File: src/rtl/salf_pkg.sv
// shared types and constants of the set-associative cache model
`default_nettype none
package salf_pkg;

    localparam int COUNT_BITS = 32;
    localparam int PADDR_BITS = 4;
    localparam int PDATA_BITS = 32;
    localparam int CFG_BITS   = 4;

    localparam logic [1:0] REG_OFFSET_BITS = 2'd0;
    localparam logic [1:0] REG_SET_BITS    = 2'd1;
    localparam logic [1:0] REG_WAYS        = 2'd2;
    localparam logic [1:0] REG_POLICY      = 2'd3;

    localparam logic [CFG_BITS-1:0] RST_OFFSET_BITS = 4'd4;
    localparam logic [CFG_BITS-1:0] RST_SET_BITS    = 4'd5;
    localparam logic [CFG_BITS-1:0] RST_WAYS        = 4'd1;
    localparam logic                RST_POLICY      = 1'b0;

    localparam logic POLICY_LRU = 1'b1;
    localparam logic KIND_WRITE = 1'b1;

    typedef struct packed {
        logic [CFG_BITS-1:0] offset_bits;
        logic [CFG_BITS-1:0] set_bits;
        logic [CFG_BITS-1:0] ways;
        logic                replace_policy;
    } cfg_t;

    typedef struct packed {
        logic load_in;
        logic shift;
        logic split;
        logic step;
        logic commit;
    } cmd_t;

    typedef struct packed {
        logic match;
        logic last;
    } status_t;

endpackage
`default_nettype wire

File: src/rtl/salf_regs.sv
// apb configuration registers of the cache model
`default_nettype none
module salf_regs
(
    input  wire logic                              clk,
    input  wire logic                              rst_n,
    input  wire logic                              psel,
    input  wire logic                              penable,
    input  wire logic                              pwrite,
    input  wire logic [salf_pkg::PADDR_BITS-1:0]   paddr,
    input  wire logic [salf_pkg::PDATA_BITS-1:0]   pwdata,
    output logic      [salf_pkg::PDATA_BITS-1:0]   prdata,
    output logic                                   pready,
    output salf_pkg::cfg_t                         cfg
);

    salf_pkg::cfg_t cfg_reg;
    salf_pkg::cfg_t cfg_next;
    logic [1:0]     reg_idx;
    logic           wr_en;

    assign reg_idx = paddr[3:2];
    assign wr_en   = psel && penable && pwrite;
    assign pready  = 1'b1;
    assign cfg     = cfg_reg;

    always_comb
    begin
        cfg_next = cfg_reg;
        if (wr_en)
        begin
            unique case (reg_idx)
                salf_pkg::REG_OFFSET_BITS: cfg_next.offset_bits    = pwdata[3:0];
                salf_pkg::REG_SET_BITS:    cfg_next.set_bits       = pwdata[3:0];
                salf_pkg::REG_WAYS:        cfg_next.ways           = pwdata[3:0];
                salf_pkg::REG_POLICY:      cfg_next.replace_policy = pwdata[0];
                default:                   cfg_next = cfg_reg;
            endcase
        end
    end

    always_ff @(posedge clk or negedge rst_n)
    begin
        if (!rst_n)
        begin
            cfg_reg.offset_bits    <= salf_pkg::RST_OFFSET_BITS;
            cfg_reg.set_bits       <= salf_pkg::RST_SET_BITS;
            cfg_reg.ways           <= salf_pkg::RST_WAYS;
            cfg_reg.replace_policy <= salf_pkg::RST_POLICY;
        end
        else
        begin
            cfg_reg <= cfg_next;
        end
    end

    always_comb
    begin
        prdata = '0;
        unique case (reg_idx)
            salf_pkg::REG_OFFSET_BITS: prdata = {28'd0, cfg_reg.offset_bits};
            salf_pkg::REG_SET_BITS:    prdata = {28'd0, cfg_reg.set_bits};
            salf_pkg::REG_WAYS:        prdata = {28'd0, cfg_reg.ways};
            salf_pkg::REG_POLICY:      prdata = {31'd0, cfg_reg.replace_policy};
            default:                   prdata = '0;
        endcase
    end

endmodule
`default_nettype wire

File: config.mk
export PLATFORM = sky130hd
export DESIGN_NAME = salf_regs
export DESIGN_NICKNAME = d
export VERILOG_FILES = /design/src/rtl/salf_pkg.sv /design/src/rtl/salf_regs.sv
export SDC_FILE = /design/constraint.sdc
export NUM_CORES = 1
export LEC_CHECK = 0
export ABC_AREA = 1
export BUFFER_PORTS_ARGS = -buffer_cell sky130_fd_sc_hd__buf_2
export CORE_MARGIN = 5
export CORE_UTILIZATION = 35
export DETAILED_ROUTE_END_ITERATION = 6
export HOLD_SLACK_MARGIN = 0.12
export PLACE_DENSITY = 0.91
export SLEW_MARGIN = 10
export SYNTH_ARGS = -nofsm -noshare
export SYNTH_HDL_FRONTEND = slang
export SYNTH_SLANG_ARGS = --single-unit
File: constraint.sdc
create_clock -name clk -period 1.2 [get_ports clk]
set_input_delay 0.36 -clock clk [delete_from_list [all_inputs] [get_ports clk]]
set_output_delay 0.36 -clock clk [all_outputs]
set_load 0.1 [all_outputs]
==> results.toml <==
[timing]
setup_ws_ns = -0.5014
finalHoldViolCount = 0
finalClockSkew_ns = 0
rsz0062_at_grt = "yes"
clock.fmax_ghz = 0.5878
timing.hold.ws_ns = 0.3036
period_share = 1.418
slew_violations = 0
period_minus_slack_ns = 1.701
setup_viol = 17
fin_setup_tns_ns = -4.693

[placement]
port_buffers = 27
place_area_sq_mm = 0.001384
gp_congestion = 0.8161
dp_cells = 186
hpwlAfterDp_um = 1793

[power]
ir_drop_v = 0.001248
p_leak_nw = 0.8342
switching_share = 0.5510
p_per_area_mw_per_mm2 = 2103
seqPwrFrac = 0.214
p_clk_frac = 0.086
p_int_mw = 1.465
switchingPower_mw = 1.798
comb_power_share = 0.700

[critical_path]
required_ns = 0.84
critPathLaunchType = "flop"
path_max_fanout = 2
worst_ep_arrival_time_ns = 1.34
worstSetupEndpointType = "output port"
worstSetupPathType = "reg -> out"
reg2reg_slack_ns = 0.13

[run]
drv_cap = 0

[cells_and_area]
seqCellArea_sq_um = 371.6
diodes = 0
fin_nets = 214
drive_gt1_frac = 0.4709
finalNonFillerCells = 200
syn_to_final_growth_pct = 81.82
n_fill_cell = 152
fin_area_sq_mm = 0.001551
largest_reg_flops = 13
multi_input_area_sq_um = 483.0
utilization = 0.6817

[clocking]
cts_tree = "built"
cts_made_buffers = 3
clk_pin_slew_ns = 0.08
clockRootBuffer = "clkbuf_4"
clk_latency_ns = 0.28
clk_path_buf_depth = 2
cts.htree.levels = 1
cts_sinks = 13

[drt]
routed_wl_um = 2508
dr.first_iter.drc_count = 44
vias = 878
dr.pass1.iters = 4
ant_nets = 0
wl_per_cell_um = 12.54
viasPerCell = 4.390
drc = 0

[logic_synthesis]
synth.avg_cell_area_sq_um = 7.111
synth_seq_cells = 13
synth_cells = 120
yosysSeqAreaShare = 0.3871
synth_warnings = 0
syn-cell-area_sq_um = 853.3
yosysUniqueCellTypes = 11

[outcome]
violations = "negative setup slack"
status = "finished with violations"

[global_route]
track_usage = 0.1445
first_global_vias = 838
gr-total-overflow = 0
antenna_found_initial = 0
grt_max_degree = 14
grt_pass1_wl_um = 3877

[die]
die_w_um = 59.38
dieArea_sq_mm = 0.003525
initial_core_util = 0.3749
io_pins = 87
core_area_sq_mm = 0.002276
fp.dieH_um = 59.38
rows = 17

[worst_hold_path]
hold_path.class = "in -> reg"
==> stage by stage <==
stage | power (mW) | worst slack, ns
after floorplan | 2.159 | -0.8190
after global placement | 2.777 | -0.2711
after detailed placement | 2.795 | -0.2922
after CTS | 3.211 | -0.4795
after global routing | 3.370 | -0.5392
final | 3.262 | -0.5014
==> power by group through the flow <==
stage | clock, mW | sequential [mW] | combinational, mW
floorplan | 0 | 1.36 | 0.795
global placement | 0 | 0.692 | 2.09
detailed placement | 0 | 0.694 | 2.10
CTS | 0.288 | 0.690 | 2.23
global route | 0.307 | 0.712 | 2.35
finish | 0.281 | 0.699 | 2.28
==> cells in the mapped netlist <==
cell | instances | share of area
nand2_1 | 56 | 0.25
buf_4 | 29 | 0.26
dfrtp_1 | 9 | 0.26
nand3_1 | 7 | 0.041
nor2_1 | 6 | 0.026
dfstp_2 | 4 | 0.12
inv_1 | 3 | 0.013
conb_1 | 2 | 0.0088
inv_2 | 2 | 0.0088
nand4_1 | 1 | 0.0073
o21ai_0 | 1 | 0.0059
==> path summary, 6_finish.rpt <==
check | end | start | cells after the start
worst max register to register | cfg[1]$_DFFE_PN1P_ | cfg[1]$_DFFE_PN1P_ | 5
worst min register to register | cfg[6]$_DFFE_PN0P_ | cfg[6]$_DFFE_PN0P_ | 2
worst min-delay path | cfg[7]$_DFFE_PN1P_ | pwdata[2] | 3
min in group asynchronous | cfg[10]$_DFFE_PN0P_ | rst_n | 2
worst max-delay path | prdata[0] | cfg[1]$_DFFE_PN1P_ | 3
max in group asynchronous | cfg[1]$_DFFE_PN1P_ | rst_n | 2
==> what timing repair did <==
| item | 4_1_cts | 5_1_grt |
|---|---|---|
| endpoints found under the hold margin | 9 | 0 |
| resized for setup | 15 | 5 |
| buffers inserted | 5 | 7 |
| hold buffers | 1 | 0 |
| setup endpoints to repair | 17 | 17 |
| pin swaps | 3 | 0 |
==> area by class of cell <==
type                            count  share of cell area
Clock buffer                        4             0.01694
Multi-Input combinational cell    100              0.3113
Timing Repair Buffer               50              0.3960
Sequential cell                    13              0.2395
Inverter                            5             0.01371
Tap cell                           28             0.02258
==> layout by cell type (no fill, tap or decap), drive strengths merged <==
cell         count
clkbuf           4
inv              5
conb            29
nand4            1
dlygate4sd3      1
nor2             6
buf             49
nand2           56
o21ai            1
dfrtp            9
nand3            7
dfstp            4
==> worst max-delay path, stage by stage, from the launching register on <==
cell and delay, ns:
dfstp_4 0.63, nand3_2 0.06, nand4_1 0.18, buf_12 0.20
==> cells by family after synthesis <==
| family | after synthesis | share of synthesized area |
|---|---|---|
| AO/OA/AOI/OAI | 1 | 0.005859 |
| buffers and inverters | 34 | 0.2771 |
| other | 2 | 0.008801 |
| flip-flops | 13 | 0.3871 |
| AND/OR/NAND/NOR | 70 | 0.3211 |
==> metal layers <==
metal	global-route usage	up-vias	share of wire
met4	0.06149	0	0.015
met1	0.1572	408	0.33
li1	-	412	-
met3	0.04357	5	0.10
met5	0	-	0
met2	0.2559	53	0.55
(Power assumes the default switching activity.)
