## src/rtl/salf_pkg.sv

```systemverilog
// shared types and constants of the set-associative cache model
`default_nettype none
package salf_pkg;

    localparam int COUNT_BITS = 32;
    localparam int PADDR_BITS = 4;
    localparam int PDATA_BITS = 32;
    localparam int CFG_BITS   = 4;

    localparam logic [1:0] REG_OFFSET_BITS = 2'd0;
    localparam logic [1:0] REG_SET_BITS    = 2'd1;
    localparam logic [1:0] REG_WAYS        = 2'd2;
    localparam logic [1:0] REG_POLICY      = 2'd3;

    localparam logic [CFG_BITS-1:0] RST_OFFSET_BITS = 4'd4;
    localparam logic [CFG_BITS-1:0] RST_SET_BITS    = 4'd5;
    localparam logic [CFG_BITS-1:0] RST_WAYS        = 4'd1;
    localparam logic                RST_POLICY      = 1'b0;

    localparam logic POLICY_LRU = 1'b1;
    localparam logic KIND_WRITE = 1'b1;

    typedef struct packed {
        logic [CFG_BITS-1:0] offset_bits;
        logic [CFG_BITS-1:0] set_bits;
        logic [CFG_BITS-1:0] ways;
        logic                replace_policy;
    } cfg_t;

    typedef struct packed {
        logic load_in;
        logic shift;
        logic split;
        logic step;
        logic commit;
    } cmd_t;

    typedef struct packed {
        logic match;
        logic last;
    } status_t;

endpackage
`default_nettype wire

```

## src/rtl/salf_ctrl.sv

```systemverilog
// sequencing state machine of the cache model
`default_nettype none
module salf_ctrl
(
    input  wire logic          clk,
    input  wire logic          rst_n,
    input  wire logic          in_valid,
    output logic               in_stall,
    output logic               out_valid,
    input  wire logic          out_stall,
    input  salf_pkg::status_t  status,
    output salf_pkg::cmd_t     cmd
);

    localparam logic [2:0] S_IDLE  = 3'd0;
    localparam logic [2:0] S_SHIFT = 3'd1;
    localparam logic [2:0] S_SPLIT = 3'd2;
    localparam logic [2:0] S_READ  = 3'd3;
    localparam logic [2:0] S_LOOK  = 3'd4;
    localparam logic [2:0] S_UPD   = 3'd5;

    logic [2:0] state_reg;
    logic [2:0] state_next;
    logic       out_valid_reg;
    logic       out_valid_next;
    logic       out_free;

    assign in_stall  = (state_reg != S_IDLE);
    assign out_valid = out_valid_reg;
    assign out_free  = !out_valid_reg || !out_stall;

    always_comb
    begin
        state_next  = state_reg;
        cmd         = '0;
        unique case (state_reg)
            S_IDLE:
            begin
                if (in_valid)
                begin
                    cmd.load_in = 1'b1;
                    state_next  = S_SHIFT;
                end
            end
            S_SHIFT:
            begin
                cmd.shift  = 1'b1;
                state_next = S_SPLIT;
            end
            S_SPLIT:
            begin
                cmd.split  = 1'b1;
                state_next = S_READ;
            end
            S_READ:
            begin
                state_next = S_LOOK;
            end
            S_LOOK:
            begin
                cmd.step = 1'b1;
                if (status.match || status.last)
                begin
                    state_next = S_UPD;
                end
            end
            S_UPD:
            begin
                if (out_free)
                begin
                    cmd.commit = 1'b1;
                    state_next = S_IDLE;
                end
            end
            default:
            begin
                state_next = S_IDLE;
            end
        endcase
    end

    always_comb
    begin
        priority if (cmd.commit)
        begin
            out_valid_next = 1'b1;
        end
        else if (out_stall)
        begin
            out_valid_next = out_valid_reg;
        end
        else
        begin
            out_valid_next = 1'b0;
        end
    end

    always_ff @(posedge clk or negedge rst_n)
    begin
        if (!rst_n)
        begin
            state_reg     <= S_IDLE;
            out_valid_reg <= 1'b0;
        end
        else
        begin
            state_reg     <= state_next;
            out_valid_reg <= out_valid_next;
        end
    end

    a_accept_starts: assert property (@(posedge clk) disable iff (!rst_n)
        (in_valid && !in_stall) |=> (state_reg == S_SHIFT))
        else $error("accepted transaction did not start the address split");

    a_commit_free: assert property (@(posedge clk) disable iff (!rst_n)
        cmd.commit |-> !(out_valid_reg && out_stall))
        else $error("result overwritten while still stalled");

    a_commit_shows: assert property (@(posedge clk) disable iff (!rst_n)
        cmd.commit |=> out_valid)
        else $error("committed result not presented");

    a_scan_ends: assert property (@(posedge clk) disable iff (!rst_n)
        (state_reg == S_LOOK && status.last) |=> (state_reg == S_UPD))
        else $error("way scan ran past the last way");

endmodule
`default_nettype wire

```

## config.mk

```make
export PLATFORM = sky130hd
export DESIGN_NAME = salf_ctrl
export DESIGN_NICKNAME = d
export VERILOG_FILES = /design/src/rtl/salf_pkg.sv /design/src/rtl/salf_ctrl.sv
export SDC_FILE = /design/constraint.sdc
export NUM_CORES = 1
export LEC_CHECK = 0
export ABC_AREA = 0
export BUFFER_PORTS_ARGS = -buffer_cell sky130_fd_sc_hd__clkbuf_2
export CAP_MARGIN = 30
export CORE_AREA = 2 2 39 41
export CTS_BUF_LIST = sky130_fd_sc_hd__clkbuf_8
export DETAILED_ROUTE_END_ITERATION = 10
export DIE_AREA = 0 0 41 43
export GPL_TIMING_DRIVEN = 1
export PLACE_DENSITY_LB_ADDON = 0.15
export SLEW_MARGIN = 15
export SYNTH_ARGS = -nofsm -noshare
export SYNTH_HDL_FRONTEND = slang
export SYNTH_SLANG_ARGS = --single-unit
```

## constraint.sdc

```tcl
create_clock -name clk -period 2.66 [get_ports clk]
set_input_delay 0.399 -clock clk [delete_from_list [all_inputs] [get_ports clk]]
set_output_delay 0.399 -clock clk [all_outputs]
set_load 0.1 [all_outputs]
```

==> metrics <==
outcome=finished, final reports clean; unrepaired setup endpoints after global routing=false; Synth async-reset ratio=1.00; R2R depth=3; total gr overflow=0; Synth cell types=16; Ant. Diodes=0; max incr delay on CP=0.45 ns; vias post-DR=210; hold depth=3; post-route cell area=362 µm²; root buffer cell=clkbuf_8; RD Place Congestion=0.654; final hold violations=0; Least-Margin Pin Slew=0.543 ns; FMAX=0.494 GHz; Slew HR=0.639; Vias/cell=3.82; GRT Overall Usage=0.0746; Post-synth top cells=dfrtp_1, nand2_1, nor2_1, a21oi_1; Req. time, crit path=2.26 ns; Top Family by Delay on Critical Path=simple AND/OR/NAND/NOR gates; Worst Setup End Kind=output port; post-CTS resize count=0; crit path DAT=1.62 ns; height of the die=43 µm; Slowest cell on crit path=dfrtp_1; area added between synthesis and finish=55.4%; Setup crit start kind=flop; Synth warnings=0; Finished Core Util=0.261; Mapped Cells=24; CORE AREA=1380 µm²; maximum fanout along the worst path=7; post-DR wirelength/cell=9.33 µm; Hold Crit Class=in -> reg; Clock transition at path regs=0.03 ns; top post-synthesis cells by area=dfrtp_1, nor3b_2, o22ai_2; Post-DRT Antenna Nets=0; CTS tree=yes; DRC errors left=0; Max-Cap Viols=0; hold endpoint=out_valid$_DFFE_PN0P_; Final Net Count=47; Yosys top cell by area=dfrtp_1; dominant cell by count in the synthesized netlist=dfrtp_1; drt pass-1 iters=1; layout cells sized above 1=0.538; H-tree depth=1; Syn Std Cell Area=233 µm²; Starting Density=0.168; fin crit share=0.761; Final setup viols=0; sequential share of the synthesized area=0.430; DR iter-0 viols=0; Slew Viols, Final=0; vias in the first global route=210; skew final=0.00118 ns; row cnt=14; Reg-to-Reg Start=state_reg[1]$_DFFE_PN0P_; IO Pins=13; clk sink count=4; TritonCTS Buffers=3; crit path buf inv count=1; die area=1760 µm²; TNS Setup=0 ns; number of synthesized flops with an enable pin=0; WS Path Type=reg -> out; Setup Fix Bufs, Post-CTS=0; R2R Path End=state_reg[0]$_DFFE_PN0P_; R2R Setup Slk=1.60 ns; Worst Min Path Start=out_stall; CP Cell Sequence=or3_4 > nor2_2 > clkbuf_2; syn_area_per_cell=9.70 µm²; initial antenna violation count=0; Synthesized Nets=30; Clock Latency Late Sink=0.21 ns; final WL=513 µm; largest net degree at the start of global routing=9; area post-placement=310 µm²; count of input and output buffers=12; Die X=41 µm; clk buf depth=2; post-synth top area share=0.430; main flop type after synthesis=dfrtp_1; first-pass GRT wire length=821 µm; Period minus WS final=2.02 ns; Synth Register Bits=4; max FFs per register=3
## timing repair
| item | CTS | global route |
|---|---|---|
| setup endpoints to repair | 0 | 0 |
| hold endpoints to repair | 4 | 0 |
| hold buffers | 1 | 0 |
## per-layer routing
metal,track usage,wire length (µm),part of all wire
met4,0.0200,0,0
met1,0.0847,239,0.47
met5,0,0,0
met2,0.0938,230,0.45
met3,0.0785,42,0.082
## tightest hold or removal path, delay by kind of cell
family	cells	cell delay [ns]
simple gates	2	0.15
buf+inv	1	0.09
## placed cells by master (no fill, tap or decap)
master	synthesis	final
or2_1	1	1
dlygate4sd3_1	0	1
or3_4	1	1
o22ai_2	1	1
inv_1	1	1
nand2b_2	1	1
o22a_1	1	1
nor2_1	3	3
clkbuf_8	0	3
clkbuf_2	0	12
nor3b_2	1	2
nor2_2	1	1
o21bai_1	1	1
dfrtp_1	4	4
a21oi_1	2	2
nand2_1	3	3
nand3b_1	1	1
## worst max path at each step
stage,cells past startpoint,end,start,slack [ns]
2_1_floorplan,2,cmd[1],state_reg[1]$_DFFE_PN0P_,0.40
3_3_place_gp,3,cmd[4],state_reg[2]$_DFFE_PN0P_,0.86
3_5_place_dp,3,cmd[4],state_reg[2]$_DFFE_PN0P_,0.85
4_1_cts,3,cmd[4],state_reg[2]$_DFFE_PN0P_,0.62
5_1_grt,3,cmd[4],state_reg[2]$_DFFE_PN0P_,0.57
6_report,3,cmd[4],state_reg[2]$_DFFE_PN0P_,0.64
## final cells by class
type	count	area, µm²
tap	16	20.0
fill	156	1020
sequential	4	100
timing repair buffer	13	70.1
inverter	1	3.75
multi-input combinational	18	126
clock buffer	3	41.3
## logic make-up after synthesis
| logic type | after synthesis | share of synthesized area |
|---|---|---|
| AO/OA/AOI/OAI | 5 | 0.167 |
| buffers and inverters | 2 | 0.0484 |
| flip-flops | 4 | 0.430 |
| AND/OR/NAND/NOR | 13 | 0.355 |
## metrics by stage
stage	cells	worst slack, ns	hold WS [ns]
floorplan	24	0.396	0.103
global placement	51	0.856	0.209
detailed placement	51	0.854	0.212
CTS	55	0.621	0.463
global route	55	0.569	0.498
finish	55	0.636	0.461
Power is not shown: default switching activity piles up to over one toggle a cycle in this logic, so the estimate is an artifact.
